## src/rtl/core/ntcdt_pkg.sv

```systemverilog
// Package for the divider-voltage to temperature converter.
// Holds widths, codes, state type and the resistance/temperature table.
// No dependencies.
package ntcdt_pkg;

    localparam int ADC_W      = 16;
    localparam int SUPPLY_W   = 13;
    localparam int RDIV_W     = 20;
    localparam int TEMP_OUT_W = 16;
    localparam int STATUS_W   = 2;
    localparam int CFG_IDX_W  = 2;
    localparam int CFG_DATA_W = 20;

    localparam int TABLE_ENTRIES = 39;
    localparam int IDX_W         = $clog2(TABLE_ENTRIES);
    localparam int FRAC_BITS     = 4;
    localparam int OHM_W         = 18;
    localparam int OHM_Q_W       = OHM_W + FRAC_BITS;
    localparam int TEMP_W        = 12;
    localparam int DT_W          = TEMP_W + 1;
    localparam int SUM_W         = RDIV_W + 1;

    // shared multiplier and divider widths
    localparam int MUL_A_W = OHM_Q_W + 1;
    localparam int MUL_B_W = ADC_W + 1;
    localparam int MUL_P_W = MUL_A_W + MUL_B_W;
    localparam int DIV_N_W = MUL_P_W;
    localparam int DIV_D_W = OHM_Q_W;

    localparam logic [CFG_IDX_W-1:0] CFG_SUPPLY_MV     = 2'd0;
    localparam logic [CFG_IDX_W-1:0] CFG_DIVIDER_OHM   = 2'd1;
    localparam logic [CFG_IDX_W-1:0] CFG_NTC_UPPER_LEG = 2'd2;

    localparam logic [SUPPLY_W-1:0] SUPPLY_RST = 13'd3300;
    localparam logic [RDIV_W-1:0]   RDIV_RST   = 20'd10000;

    localparam logic signed [TEMP_OUT_W-1:0] TEMP_SENT_LO = 16'sh8000;
    localparam logic signed [TEMP_OUT_W-1:0] TEMP_SENT_HI = 16'sh7FFF;

    typedef enum logic [STATUS_W-1:0] {
        ST_OK,
        ST_ABOVE,
        ST_BELOW,
        ST_OUTSIDE
    } t_status;

    typedef enum logic [4:0] {
        S_IDLE,
        S_MAXL,
        S_MAXR,
        S_MINL,
        S_MINR,
        S_CHK,
        S_NUM,
        S_DIV1,
        S_RCHK,
        S_SRCH,
        S_INT0,
        S_INT1,
        S_INT2,
        S_NSUB,
        S_DIV2,
        S_FIN,
        S_EMIT
    } t_state;

    typedef struct packed {
        logic busy;
        logic done;
    } t_div_stat;

    localparam logic [OHM_W-1:0] LUT_OHM [TABLE_ENTRIES] = '{
        18'd188500, 18'd144300, 18'd111300, 18'd86560, 18'd67790, 18'd53460,
        18'd42450, 18'd33930, 18'd27280, 18'd22070, 18'd17960, 18'd14700,
        18'd12090, 18'd10000, 18'd8312, 18'd6942, 18'd5826, 18'd4911,
        18'd4158, 18'd3536, 18'd3019, 18'd2588, 18'd2227, 18'd1924,
        18'd1668, 18'd1451, 18'd1267, 18'd1110, 18'd975, 18'd860,
        18'd760, 18'd674, 18'd599, 18'd534, 18'd478, 18'd428,
        18'd385, 18'd346, 18'd313
    };

    localparam logic signed [TEMP_W-1:0] LUT_TEMP [TABLE_ENTRIES] = '{
        -12'sd400, -12'sd350, -12'sd300, -12'sd250, -12'sd200, -12'sd150,
        -12'sd100, -12'sd50, 12'sd0, 12'sd50, 12'sd100, 12'sd150,
        12'sd200, 12'sd250, 12'sd300, 12'sd350, 12'sd400, 12'sd450,
        12'sd500, 12'sd550, 12'sd600, 12'sd650, 12'sd700, 12'sd750,
        12'sd800, 12'sd850, 12'sd900, 12'sd950, 12'sd1000, 12'sd1050,
        12'sd1100, 12'sd1150, 12'sd1200, 12'sd1250, 12'sd1300, 12'sd1350,
        12'sd1400, 12'sd1450, 12'sd1500
    };

    localparam logic [OHM_W-1:0] OHM_HI = LUT_OHM[0];
    localparam logic [OHM_W-1:0] OHM_LO = LUT_OHM[TABLE_ENTRIES-1];

    // table resistance in Q.4 ohms
    function automatic logic [OHM_Q_W-1:0] ohm_q(input logic [IDX_W-1:0] idx);
        return {LUT_OHM[idx], {FRAC_BITS{1'b0}}};
    endfunction

endpackage

```

## src/rtl/core/ntcdt_cfg_if.sv

```systemverilog
// Register write channel of the converter.
// Depends on ntcdt_pkg.
interface ntcdt_cfg_if
    import ntcdt_pkg::*;
();
    logic                  valid;
    logic                  ready;
    logic [CFG_IDX_W-1:0]  idx;
    logic [CFG_DATA_W-1:0] data;

    modport source (output valid, output idx, output data, input ready);
    modport sink   (input valid, input idx, input data, output ready);
endinterface

```

## src/rtl/core/ntcdt_in_if.sv

```systemverilog
// Input channel: one divider voltage per transaction.
// Depends on ntcdt_pkg.
interface ntcdt_in_if
    import ntcdt_pkg::*;
();
    logic             valid;
    logic             ready;
    logic [ADC_W-1:0] adc_mv;

    modport source (output valid, output adc_mv, input ready);
    modport sink   (input valid, input adc_mv, output ready);
endinterface

```

## src/rtl/core/ntcdt_out_if.sv

```systemverilog
// Result channel: temperature and status per transaction.
// Depends on ntcdt_pkg.
interface ntcdt_out_if
    import ntcdt_pkg::*;
();
    logic                         valid;
    logic                         ready;
    logic signed [TEMP_OUT_W-1:0] temp_ddegc;
    logic [STATUS_W-1:0]          status;

    modport source (output valid, output temp_ddegc, output status, input ready);
    modport sink   (input valid, input temp_ddegc, input status, output ready);
endinterface

```

## src/rtl/core/ntc_divider_temperature_lut_top.sv

```systemverilog
// Top level of the divider-voltage to temperature converter.
// Depends on ntcdt_pkg, the three channel interfaces and ntcdt_div.
//
// Converts one divider voltage (mV) to a temperature in 0.1 degC. The voltage
// is first checked against the divider voltages at both table ends; outside
// that window the result is a sentinel with status 1 or status 2, and a
// degenerate voltage or a solved resistance outside the table gives 0 with
// status 3. In range, the thermistor resistance is solved in Q.4 ohms, the
// descending table is walked one entry per cycle, and the bracketing pair is
// interpolated with truncation toward zero. Two divisions on the shared
// one-bit-per-cycle restoring divider and the table walk dominate the time of
// a transaction, and a single 23x17 multiplier serves all products. Input is
// accepted only in the idle state; a finished result waits in the output
// register. The user must write the registers only while the block is idle;
// the block itself does not enforce this.
module ntc_divider_temperature_lut_top
    import ntcdt_pkg::*;
(
    input  logic         i_clk,
    input  logic         i_rst_n,
    ntcdt_cfg_if.sink    i_cfg,
    ntcdt_in_if.sink     i_adc,
    ntcdt_out_if.source  o_res
);

    t_state r_state, n_state;

    logic [SUPPLY_W-1:0] r_supply;
    logic [RDIV_W-1:0]   r_rdiv;
    logic                r_upper;

    logic [ADC_W-1:0]           r_adc;
    logic signed [MUL_P_W-1:0]  r_pa;
    logic signed [MUL_P_W-1:0]  r_pb;
    logic [OHM_Q_W-1:0]         r_r;
    logic [OHM_Q_W-1:0]         r_d;
    logic [OHM_Q_W-1:0]         r_rx;
    logic [IDX_W-1:0]           r_k;
    logic                       r_neg;
    logic signed [TEMP_OUT_W-1:0] r_stg_temp;
    t_status                    r_stg_st;

    logic                         r_out_valid;
    logic signed [TEMP_OUT_W-1:0] r_out_temp;
    t_status                      r_out_st;

    logic signed [MUL_A_W-1:0] mul_a;
    logic signed [MUL_B_W-1:0] mul_b;
    logic signed [MUL_P_W-1:0] mul_p;

    logic               div_start;
    logic [DIV_N_W-1:0] div_dividend;
    logic [DIV_D_W-1:0] div_divisor;
    logic [DIV_N_W-1:0] div_quot;
    t_div_stat          div_stat;

    logic                       in_acc;
    logic                       out_load;
    logic [SUM_W-1:0]           sum_hi;
    logic [SUM_W-1:0]           sum_lo;
    logic [SUPPLY_W-1:0]        s_minus_adc;
    logic                       degen;
    logic                       max_fail;
    logic                       min_fail;
    logic                       r_bad;
    logic                       srch_go;
    logic [IDX_W-1:0]           kp1;
    logic [OHM_Q_W-1:0]         x1;
    logic [OHM_Q_W-1:0]         x2;
    logic signed [TEMP_W-1:0]   y0;
    logic signed [TEMP_W-1:0]   y1;
    logic signed [DT_W-1:0]     dt;
    logic signed [MUL_P_W-1:0]  n_val;
    logic [TEMP_OUT_W-1:0]      q_lo;

    assign in_acc   = i_adc.valid && i_adc.ready;
    assign out_load = (r_state == S_EMIT) && (!r_out_valid || o_res.ready);

    assign sum_hi      = SUM_W'(OHM_HI) + SUM_W'(r_rdiv);
    assign sum_lo      = SUM_W'(OHM_LO) + SUM_W'(r_rdiv);
    assign s_minus_adc = r_supply - r_adc[SUPPLY_W-1:0];
    assign degen       = r_upper ? ((r_adc == '0) || (r_adc > ADC_W'(r_supply)))
                                 : (r_adc >= ADC_W'(r_supply));
    assign max_fail    = r_pa > r_pb;
    assign min_fail    = r_pa < r_pb;
    assign r_bad       = (div_quot > DIV_N_W'(ohm_q(IDX_W'(0))))
                      || (div_quot < DIV_N_W'(ohm_q(IDX_W'(TABLE_ENTRIES - 1))));

    assign kp1     = r_k + 1'b1;
    assign x1      = ohm_q(kp1);
    assign x2      = ohm_q(r_k);
    assign y0      = LUT_TEMP[r_k];
    assign y1      = LUT_TEMP[kp1];
    assign dt      = DT_W'(y1) - DT_W'(y0);
    assign srch_go = (r_k < IDX_W'(TABLE_ENTRIES - 2)) && (r_r < x1);
    assign n_val   = r_pa - r_pb;
    assign q_lo    = div_quot[TEMP_OUT_W-1:0];

    assign mul_p = mul_a * mul_b;

    // next state
    always_comb begin
        n_state = r_state;
        case (r_state)
            S_IDLE: if (in_acc) n_state = S_MAXL;
            S_MAXL: n_state = S_MAXR;
            S_MAXR: n_state = S_MINL;
            S_MINL: n_state = max_fail ? S_EMIT : S_MINR;
            S_MINR: n_state = S_CHK;
            S_CHK:  n_state = (min_fail || degen) ? S_EMIT : S_NUM;
            S_NUM:  n_state = S_DIV1;
            S_DIV1: if (div_stat.done) n_state = S_RCHK;
            S_RCHK: n_state = r_bad ? S_EMIT : S_SRCH;
            S_SRCH: if (!srch_go) n_state = S_INT0;
            S_INT0: n_state = (x2 <= x1) ? S_EMIT : S_INT1;
            S_INT1: n_state = S_INT2;
            S_INT2: n_state = S_NSUB;
            S_NSUB: n_state = S_DIV2;
            S_DIV2: if (div_stat.done) n_state = S_FIN;
            S_FIN:  n_state = S_EMIT;
            S_EMIT: if (out_load) n_state = S_IDLE;
            default: n_state = S_IDLE;
        endcase
    end

    // unit controls and operand selection
    always_comb begin
        mul_a        = '0;
        mul_b        = '0;
        div_start    = 1'b0;
        div_dividend = {mul_p[DIV_N_W-FRAC_BITS-1:0], {FRAC_BITS{1'b0}}};
        div_divisor  = DIV_D_W'(r_upper ? r_adc[SUPPLY_W-1:0] : s_minus_adc);
        case (r_state)
            S_MAXL: begin
                mul_a = MUL_A_W'(r_upper ? sum_lo : sum_hi);
                mul_b = MUL_B_W'(r_adc);
            end
            S_MAXR: begin
                mul_a = MUL_A_W'(r_upper ? OHM_Q_W'(r_rdiv) : OHM_Q_W'(OHM_HI));
                mul_b = MUL_B_W'(r_supply);
            end
            S_MINL: begin
                mul_a = MUL_A_W'(r_upper ? sum_hi : sum_lo);
                mul_b = MUL_B_W'(r_adc);
            end
            S_MINR: begin
                mul_a = MUL_A_W'(r_upper ? OHM_Q_W'(r_rdiv) : OHM_Q_W'(OHM_LO));
                mul_b = MUL_B_W'(r_supply);
            end
            S_NUM: begin
                mul_a     = MUL_A_W'(r_rdiv);
                mul_b     = r_upper ? MUL_B_W'(s_minus_adc) : MUL_B_W'(r_adc);
                div_start = 1'b1;
            end
            S_INT1: begin
                mul_a = MUL_A_W'(r_d);
                mul_b = MUL_B_W'(y1);
            end
            S_INT2: begin
                mul_a = MUL_A_W'(r_rx);
                mul_b = MUL_B_W'(dt);
            end
            S_NSUB: begin
                div_start    = 1'b1;
                div_dividend = n_val[MUL_P_W-1] ? DIV_N_W'(-n_val) : DIV_N_W'(n_val);
                div_divisor  = r_d;
            end
            default: ;
        endcase
    end

    always_ff @(posedge i_clk) begin
        if (!i_rst_n) begin
            r_state     <= S_IDLE;
            r_out_valid <= 1'b0;
            r_supply    <= SUPPLY_RST;
            r_rdiv      <= RDIV_RST;
            r_upper     <= 1'b0;
        end else begin
            r_state <= n_state;
            if (out_load) begin
                r_out_valid <= 1'b1;
            end else if (o_res.ready) begin
                r_out_valid <= 1'b0;
            end
            if (i_cfg.valid) begin
                case (i_cfg.idx)
                    CFG_SUPPLY_MV:     r_supply <= i_cfg.data[SUPPLY_W-1:0];
                    CFG_DIVIDER_OHM:   r_rdiv   <= i_cfg.data[RDIV_W-1:0];
                    CFG_NTC_UPPER_LEG: r_upper  <= i_cfg.data[0];
                    default: ;
                endcase
            end
        end
    end

    // datapath
    always_ff @(posedge i_clk) begin
        case (r_state)
            S_IDLE: if (in_acc) r_adc <= i_adc.adc_mv;
            S_MAXL: r_pa <= mul_p;
            S_MAXR: r_pb <= mul_p;
            S_MINL: begin
                r_pa       <= mul_p;
                r_stg_temp <= TEMP_SENT_LO;
                r_stg_st   <= ST_ABOVE;
            end
            S_MINR: r_pb <= mul_p;
            S_CHK: begin
                if (min_fail) begin
                    r_stg_temp <= TEMP_SENT_HI;
                    r_stg_st   <= ST_BELOW;
                end else begin
                    r_stg_temp <= '0;
                    r_stg_st   <= ST_OUTSIDE;
                end
            end
            S_RCHK: begin
                r_r        <= div_quot[OHM_Q_W-1:0];
                r_k        <= '0;
                r_stg_temp <= '0;
                r_stg_st   <= ST_OUTSIDE;
            end
            S_SRCH: if (srch_go) r_k <= kp1;
            S_INT0: begin
                r_d        <= x2 - x1;
                r_rx       <= r_r - x1;
                r_stg_temp <= TEMP_OUT_W'(y1);
                r_stg_st   <= ST_OK;
            end
            S_INT1: r_pa <= mul_p;
            S_INT2: r_pb <= mul_p;
            S_NSUB: r_neg <= n_val[MUL_P_W-1];
            S_FIN: begin
                r_stg_temp <= r_neg ? (TEMP_OUT_W'(0) - q_lo) : q_lo;
                r_stg_st   <= ST_OK;
            end
            default: ;
        endcase
        if (out_load) begin
            r_out_temp <= r_stg_temp;
            r_out_st   <= r_stg_st;
        end
    end

    ntcdt_div u_div (
        .i_clk      (i_clk),
        .i_rst_n    (i_rst_n),
        .i_start    (div_start),
        .i_dividend (div_dividend),
        .i_divisor  (div_divisor),
        .o_quot     (div_quot),
        .o_stat     (div_stat)
    );

    assign i_cfg.ready = 1'b1;
    assign i_adc.ready = (r_state == S_IDLE);

    assign o_res.valid      = r_out_valid;
    assign o_res.temp_ddegc = r_out_temp;
    assign o_res.status     = r_out_st;

`ifndef SYNTH
    a_start_seq: assert property (@(posedge i_clk) disable iff (!i_rst_n)
        in_acc |=> (r_state == S_MAXL))
        else $error("accepted transaction did not start the range check");

    a_div_idle: assert property (@(posedge i_clk) disable iff (!i_rst_n)
        div_start |-> !div_stat.busy)
        else $error("divider restarted while busy");

    a_srch_bound: assert property (@(posedge i_clk) disable iff (!i_rst_n)
        (r_state == S_SRCH) |-> (r_k <= IDX_W'(TABLE_ENTRIES - 2)))
        else $error("table walk ran past the last interval");

    a_wait_div: assert property (@(posedge i_clk) disable iff (!i_rst_n)
        (r_state == S_DIV2) && !div_stat.done |-> div_stat.busy)
        else $error("waiting for a divider that is not running");
`endif

endmodule

```

## src/rtl/core/ntcdt_div.sv

```systemverilog
// Restoring unsigned divider, one quotient bit per cycle.
// Depends on ntcdt_pkg.
module ntcdt_div
    import ntcdt_pkg::*;
(
    input  logic               i_clk,
    input  logic               i_rst_n,
    input  logic               i_start,
    input  logic [DIV_N_W-1:0] i_dividend,
    input  logic [DIV_D_W-1:0] i_divisor,
    output logic [DIV_N_W-1:0] o_quot,
    output t_div_stat          o_stat
);

    localparam int CNT_W = $clog2(DIV_N_W + 1);

    logic [CNT_W-1:0]   r_cnt;
    logic               r_busy;
    logic               r_done;
    logic [DIV_N_W-1:0] r_q;
    logic [DIV_D_W-1:0] r_rem;
    logic [DIV_D_W-1:0] r_dsr;
    logic [DIV_D_W:0]   rem_sh;
    logic               fits;

    assign rem_sh = {r_rem, r_q[DIV_N_W-1]};
    assign fits   = rem_sh >= {1'b0, r_dsr};

    always_ff @(posedge i_clk) begin
        if (!i_rst_n) begin
            r_busy <= 1'b0;
            r_done <= 1'b0;
            r_cnt  <= '0;
        end else begin
            r_done <= !i_start && r_busy && (r_cnt == CNT_W'(1));
            if (i_start) begin
                r_busy <= 1'b1;
                r_cnt  <= CNT_W'(DIV_N_W);
            end else if (r_busy) begin
                r_cnt <= r_cnt - 1'b1;
                if (r_cnt == CNT_W'(1)) begin
                    r_busy <= 1'b0;
                end
            end
        end
    end

    always_ff @(posedge i_clk) begin
        if (i_start) begin
            r_q   <= i_dividend;
            r_rem <= '0;
            r_dsr <= i_divisor;
        end else if (r_busy) begin
            // shift in the next dividend bit, subtract when it fits
            if (fits) begin
                r_rem <= DIV_D_W'(rem_sh - {1'b0, r_dsr});
            end else begin
                r_rem <= rem_sh[DIV_D_W-1:0];
            end
            r_q <= {r_q[DIV_N_W-2:0], fits};
        end
    end

    assign o_quot      = r_q;
    assign o_stat.busy = r_busy;
    assign o_stat.done = r_done;

endmodule
```

## src/flat_wrapper.sv

```systemverilog
// flat-port wrapper written by rule: the top's interface ports become plain ports
module ntc_divider_temperature_lut_top_flat import ntcdt_pkg::*;
  (i_clk, i_rst_n, i_cfg_valid, i_cfg_idx, i_cfg_data, i_cfg_ready, i_adc_valid, i_adc_adc_mv, i_adc_ready, o_res_valid, o_res_temp_ddegc, o_res_status, o_res_ready);
  ntcdt_cfg_if i_cfg_i ();
  ntcdt_in_if i_adc_i ();
  ntcdt_out_if o_res_i ();
  input  logic i_clk;
  input  logic i_rst_n;
  input wire logic [$bits(i_cfg_i.valid)-1:0] i_cfg_valid;
  input wire logic [$bits(i_cfg_i.idx)-1:0] i_cfg_idx;
  input wire logic [$bits(i_cfg_i.data)-1:0] i_cfg_data;
  output wire logic [$bits(i_cfg_i.ready)-1:0] i_cfg_ready;
  input wire logic [$bits(i_adc_i.valid)-1:0] i_adc_valid;
  input wire logic [$bits(i_adc_i.adc_mv)-1:0] i_adc_adc_mv;
  output wire logic [$bits(i_adc_i.ready)-1:0] i_adc_ready;
  output wire logic [$bits(o_res_i.valid)-1:0] o_res_valid;
  output wire logic [$bits(o_res_i.temp_ddegc)-1:0] o_res_temp_ddegc;
  output wire logic [$bits(o_res_i.status)-1:0] o_res_status;
  input wire logic [$bits(o_res_i.ready)-1:0] o_res_ready;
  assign i_cfg_i.valid = i_cfg_valid;
  assign i_cfg_i.idx = i_cfg_idx;
  assign i_cfg_i.data = i_cfg_data;
  assign i_cfg_ready = i_cfg_i.ready;
  assign i_adc_i.valid = i_adc_valid;
  assign i_adc_i.adc_mv = i_adc_adc_mv;
  assign i_adc_ready = i_adc_i.ready;
  assign o_res_valid = o_res_i.valid;
  assign o_res_temp_ddegc = o_res_i.temp_ddegc;
  assign o_res_status = o_res_i.status;
  assign o_res_i.ready = o_res_ready;
  ntc_divider_temperature_lut_top u_core (.i_clk(i_clk), .i_rst_n(i_rst_n), .i_cfg(i_cfg_i), .i_adc(i_adc_i), .o_res(o_res_i));
endmodule
```

## config.mk

```make
export PLATFORM = sky130hd
export DESIGN_NAME = ntc_divider_temperature_lut_top_flat
export DESIGN_NICKNAME = d
export VERILOG_FILES = /design/src/rtl/core/ntcdt_pkg.sv /design/src/rtl/core/ntcdt_cfg_if.sv /design/src/rtl/core/ntcdt_in_if.sv /design/src/rtl/core/ntcdt_out_if.sv /design/src/rtl/core/ntc_divider_temperature_lut_top.sv /design/src/rtl/core/ntcdt_div.sv /design/src/flat_wrapper.sv
export SDC_FILE = /design/constraint.sdc
export NUM_CORES = 2
export LEC_CHECK = 0
export BUFFER_PORTS_ARGS = -buffer_cell sky130_fd_sc_hd__buf_2
export CAP_MARGIN = 10
export CORE_UTILIZATION = 26
export DETAILED_ROUTE_END_ITERATION = 7
export GPL_TIMING_DRIVEN = 0
export PLACE_DENSITY = 0.47
export SLEW_MARGIN = 10
export SYNTH_ARGS = -nofsm -noshare
export SYNTH_HDL_FRONTEND = slang
export SYNTH_SLANG_ARGS = --single-unit
```

## constraint.sdc

```tcl
create_clock -name i_clk -period 16.1 [get_ports i_clk]
set_input_delay 0.805 -clock i_clk [delete_from_list [all_inputs] [get_ports i_clk]]
set_output_delay 0.805 -clock i_clk [all_outputs]
set_load 0.01 [all_outputs]
```

# Word-level counts from Yosys, hierarchy flattened
# Memory sizes are Yosys's and may differ from the RTL's.
# Cells that the tools add are included.
[op_classes]
addsub = 12
mul = 1
n_div = 0
order_cmp = 12
n_eq_ne = 25
n_shift = 0
mux = 48
bitwise_logic = 3
n_reduce_logical = 32
[ops]
columns = ["op", "count"]
rows = [
  ["$mux 40", 4],
  ["$pmux 22 s7", 1],
  ["$pmux 17 s5", 1],
  ["$pmux 5 s17", 1],
  ["$pmux 16 s5", 1],
  ["$mux 18", 4],
  ["$sub 22x22->22", 3],
  ["$mux 12", 4],
  ["$mux 5", 9],
  ["$mux 22", 2],
  ["$mux 21", 2],
  ["$eq 5x4->1 const B", 8],
  ["$gt 40x22->1 const B", 1],
  ["$gt 40x40->1", 1],
  ["$lt 40x13->1 const B", 1],
  ["$lt 40x40->1", 1],
  ["$mul 23x17->40", 1],
  ["$mux 20", 2],
  ["$neg 40->40", 1],
  ["$sub 40x40->40", 1],
  ["$mux 16", 2],
  ["$ge 23x22->1", 1],
  ["$le 22x22->1", 1],
  ["$lt 22x22->1", 1],
  ["other kinds (41)", 79],
]
[totals]
reg_bits = 337
latchBits = 0
ramBits = 0
romBits = 3840
inputBits = 43
output_inout_bits = 21
memories = 4
[memory_table]
columns = ["memory", "depth", "word_bits", "rd", "rd_ports_with_merged_regs", "wr", "line", "text"]
rows = [
  ["(name not given)", 64, 18, 1, 0, 0, "ntcdt_pkg.sv:97", "return {LUT_OHM[idx], {FRAC_BITS{1'b0}}};"],
  ["(name not given)", 64, 18, 1, 0, 0, "ntcdt_pkg.sv:97", ""],
  ["(name not given)", 64, 12, 1, 0, 0, "ntc_divider_temperature_lut_top.sv:92", "assign y0 = LUT_TEMP[r_k];"],
  ["(name not given)", 64, 12, 1, 0, 0, "ntc_divider_temperature_lut_top.sv:93", "assign y1 = LUT_TEMP[kp1];"],
]

# Logic depth before layout (Yosys ltp)
[depth]
ltp_word = 10
mapped_depth = 47
mapped_depth_nobuf = 42

# Cells and area by module
# A second synthesis with hierarchy kept.
[unflattened]
hier_cells = 4269
area_unflattened_um2 = 36725.2
[by_module_without_submodules]
columns = ["module", "n_inst", "cells_each", "area_per_inst_um2"]
rows = [
  ["ntc_divider_temperature_lut_top", 1, 3819, 31870.6],
  ["ntcdt_div", 1, 450, 4854.7],
]

# Least setup slack after synthesis
# OpenSTA, ideal clock, no wires.
[synth_path]
path_kind = "register to register"
start = "register u_core.r_k[2]"
end = "register u_core.r_pa[38] (data pin)"
setup_ps = 262
arrival_time_ps = 10837
required_time_ps = 15838
setup_slack_ps = 5001
stages_incl_launch_ff = 45
synth_period_minus_slack_ps = 11099
cell_sequence = "edfxtp_1 clkbuf_1 clkbuf_1 clkinv_1 clkbuf_1 ha_1 clkbuf_1 clkbuf_1 nand2_1 nand3_1 nand2_1 ha_1 o311ai_0 a21oi_1 o21bai_1 a21o_1 a21o_1 a31o_2 (+9 left out) fa_1 fa_1 fa_1 inv_1 fa_1 inv_1 ha_1 a21o_1 a21o_1 a21o_1 a311o_1 o211a_1 a221o_1 a31oi_1 o21ai_0 a21o_1 a21oi_1 xnor2_1"
[synth_via]
elab_chain_len = 8
word_cells_on_any_way = 12
classes_between = "2 x add/sub; 1 x mul; 5 x mux; 2 x bitwise; 2 x memory"
[synth_lines]
columns = ["item", "line", "text"]
rows = [
  ["start: declaration", "ntc_divider_temperature_lut_top.sv:38", "logic [IDX_W-1:0] r_k;"],
  ["start signal: assignment", "ntc_divider_temperature_lut_top.sv:224", "S_SRCH: if (srch_go) r_k <= kp1;"],
  ["$add 6x1->6 *", "ntc_divider_temperature_lut_top.sv:89", "assign kp1 = r_k + 1'b1;"],
  ["net u_core.kp1[2]", "ntc_divider_temperature_lut_top.sv:67", "logic [IDX_W-1:0] kp1;"],
  ["$not 6->7 (not written as such) *", "ntc_divider_temperature_lut_top.sv:93", ""],
  ["$mem_v2 64x12 *", "--", ""],
  ["$mux 12 (not written as such) * (2 in series)", "ntc_divider_temperature_lut_top.sv:93", ""],
  ["$sub 12x12->13", "ntc_divider_temperature_lut_top.sv:94", "assign dt = DT_W'(y1) - DT_W'(y0);"],
  ["$pmux 17 s5 *", "ntc_divider_temperature_lut_top.sv:133", "case (r_state)"],
  ["$mul 23x17->40 *", "ntc_divider_temperature_lut_top.sv:99", "assign mul_p = mul_a * mul_b;"],
  ["net u_core.mul_p[38]", "ntc_divider_temperature_lut_top.sv:49", "logic signed [MUL_P_W-1:0] mul_p;"],
  ["end signal: assignment", "ntc_divider_temperature_lut_top.sv:201", "S_MAXL: r_pa <= mul_p;"],
  ["end signal: assignment", "ntc_divider_temperature_lut_top.sv:204", "r_pa <= mul_p;"],
  ["end signal: assignment", "ntc_divider_temperature_lut_top.sv:231", "S_INT1: r_pa <= mul_p;"],
  ["end: declaration", "ntc_divider_temperature_lut_top.sv:33", "logic signed [MUL_P_W-1:0] r_pa;"],
]
# The timed path passes the listed nets; every way through them passes the cells marked *. The select of a mux whose other input is x is not followed.
# A chain may end at the register's enable or synchronous reset.

# Worst setup path in the final report
[layout_path]
start = "register u_core.r_k[2]"
end = "register u_core.r_pa[39] (data pin)"
# Same word-level chain as after synthesis.

==> results.md <==
- Synthesized cell area: 36500 um2
- Leading cell type in the layout, fill and taps excluded: nand2_1
- Peak supply drop: 0.0653 mV
- CTS Buf Count: 41
- Worst-path fanout max: 13
- Post-Route WL: 138000 um
- CP required: ~16 ns
- Kind of critical path: register to register
- Area Growth Syn to Fin: 12.0%
- GRT Util Overall: approximately a fifth
- Clock Skew: 0.0462 ns
- Sequential area share after synthesis: 25.5%
- Layout Utilization: ~29%
- CP dominant cell by count: clkbuf_1
- Fin. Hold Viols: 0
- Max Slew Vio Count: 0
- Clock tree buffer depth: 3
- Synth cell types: 100
- Initial antenna violation count: 5
- PostCTS Resize Cnt: 0
- Area post-placement: 39400 um2
- Cell area power density: between 80 and 90 nW/um2
- Vias in the first global route: 31.2k
- Startpoint class of the critical path: register
- TritonCTS clock tree: done
- Post-Place Setup Slack: ~1.5 ns
- Tcrit/Tclk final: 91.8%
- Root buf cell: clkbuf_16
- DRT iter0 DRCs: 2808
- DR top layer: met5
- Slowest stage cell, crit path: o21ai_0
- Synth Instances: approximately 4.3k
- Crit. End Element: register
- CTS H-tree lvls: 2
- Clk sink count: 333
- Worst hold margin: 0.349 ns
- Syn Nets: 4891
- Avg Cell Area, Syn: 8.58 um2
- Post-DP HPWL: between 100000 and 150000 um
- FP Rows: 137
- Period minus WS final: between 10 and 15 ns
- DR WL/cell: 22.1 um
- Critical Path AT: 15.11 ns
- Max-cap violation count: 0
- RSZ-0062 raised after global routing: false
- Final design area excluding fillers: just over 40000 um2
- Placed cells: approximately 6.2k
- Total design power: 3.59 mW
- Met3 routed WL: 8350 um
- Drt pass-1 iters: 6
- Core Area: 139000 um2
- Met2 wire length: roughly 66000 um
- Die area: between 100000 and 150000 um2
- Setup ws final: 1.32 ns
- Global-route wire length before repair: 205000 um
- IO Count: between 60 and 70
- Global route overflow: 0
- Worst-skew pair later-pin latency: 0.63 ns
- Setup TNS: 0 ns
- Starting Density: 26.2%
- Worst Tran Pin Value: 1.38 ns
- P_leak: 17.5 nW
- Hold Path Class: input pin to register
- Final cell count without fillers: 6280
- Die Wd: 376 um
- Post-synth EDFFs: 263
- Most frequent cells in the layout: nand2_1 (539), inv_1 (523), nor2_1 (400)
- Synth warn: 0
- Layout cells sized above 1: about 5%
- Predominant post-synthesis flop cell: edfxtp_1
- Drc violations: 0
- Asr flop ratio synth: 0%
- Postcts setup bufs: 0
- Post-route ant nets: 0
- Die height: about 380 um
- Largest net degree at the start of global routing: between 40 and 50
- Final #Nets: 5011
- CTS Hold Bufs: 0
- Port bufs: 62
- Rel. slew slack: under 10%
- DR vias: 32.0k
- Post-DR vias/cell: about 5.1
- Slowest stage delay, CP: 0.99 ns
- Max Fclk: 67.6 MHz
- Setup violators final: 0
- Synth Register Bits: 333
- Clock Pin Slew Worst Setup and Hold Paths: 0.06 ns
- M1 wire length: between 60000 and 70000 um
- Status: finished clean
- GP Congestion: 0.945
-- cells in the mapped netlist (11+ instances only) --
master,n,area [um2]
nand2_1,541,2030
inv_1,525,1970
nor2_1,400,1500
fa_1,304,6090
ha_1,292,3650
a21oi_1,282,1410
edfxtp_1,263,7900
o21ai_0,214,1070
clkbuf_1,177,664
xnor2_1,138,1210
nand3_1,82,410
nor3_1,73,365
dfxtp_1,70,1400
a21o_1,68,510
xor2_1,64,561
a31oi_1,49,307
and2_1,47,294
a211oi_1,41,308
mux2i_1,37,370
a22oi_1,35,263
and3_1,34,213
o21a_1,33,248
nor2b_1,31,194
o211ai_1,26,195
buf_1,24,90.1
nand4_1,24,150
nand2b_1,23,144
nor4_1,22,138
o21bai_1,22,165
o221ai_1,18,158
or3_1,18,113
a21boi_0,15,113
a221oi_1,15,131
a221o_1,13,130
o31ai_1,12,90.1
o22ai_1,11,68.8
-- cell type report --
cell class / instances / area [um2]
fillers: 15000 / 98500
multi-input cells: 3179 / 24500
flip-flops and latches: 333 / 9300
well taps: 1876 / 2350
inverters: 527 / 1980
clock buffers: 46 / 1090
plain buffers: 213 / 820
repair buffers: 77 / 499
clock inverters: 28 / 332
diodes: 1 / 2.50
-- layer usage --
| metal | vias to the layer above | global-route usage (%) |
|---|---|---|
| met1 | 16000 | 25.5 |
| met3 | 169 | 2.83 |
| met2 | 1018 | 32.5 |
| met4 | 2 | 5.51 |
| met5 | - | 0 |
| li1 | 14800 | - |
-- worst paths after layout --
check	startpoint	endpoint	slack, ns	depth (start not counted)
worst max-delay path	u_core.r_k[2]	u_core.r_pa[39]	1.32	40
worst min-delay path	i_adc_adc_mv[12]	u_core.r_adc[12]	0.35	1
worst max register to register	u_core.r_k[2]	u_core.r_pa[39]	1.32	40
worst min register to register	u_core.r_stg_temp[9]	u_core.o_res.temp_ddegc[9]	0.41	0
-- cells by family after synthesis --
logic type | after synthesis | share of synthesized area [%]
adder cells (fa/ha/maj) | 596 | 26.7
buffers and inverters | 740 | 7.67
flip-flops | 333 | 25.5
multiplexers | 38 | 1.08
XOR/XNOR | 203 | 4.90
other | 2 | 0.0206
AND/OR/NAND/NOR | 1347 | 16.4
AO/OA/AOI/OAI | 993 | 17.7
-- report_power, final --
| group | leakage (nW) | switching (mW) | internal (mW) |
|---|---|---|---|
| clock | 0.703 | 0.408 | 0.587 |
| combinational | 13.8 | 1.03 | 0.526 |
| sequential | 3.01 | 0.0303 | 1.01 |
-- critical path: cells and delay by family, from the launching register on --
kind	cells	cell delay, ns
buffers and inverters	12	4.44
adders and majority gates	9	4.26
AOI/OAI and AO/OA	14	4.05
and+or+nand+nor	4	1.08
DFF	1	0.42
xor gates and xnor gates	1	0.19
-- flip-flops by register name, indices dropped and copies added, names as in the netlist, 2 cells and up --
signal / cells
u_core.o_res.status: 2
u_core.o_res.temp_ddegc: 16
u_core.r_adc: 16
u_core.r_d: 18
u_core.r_k: 6
u_core.r_pa: 40
u_core.r_pb: 40
u_core.r_r: 22
u_core.r_rdiv: 20
u_core.r_rx: 22
u_core.r_state: 5
u_core.r_stg_st: 2
u_core.r_stg_temp: 16
u_core.r_supply: 13
u_core.u_div.o_quot: 40
u_core.u_div.r_cnt: 6
u_core.u_div.r_dsr: 22
u_core.u_div.r_rem: 22
Power figures use the tool's default switching activity.
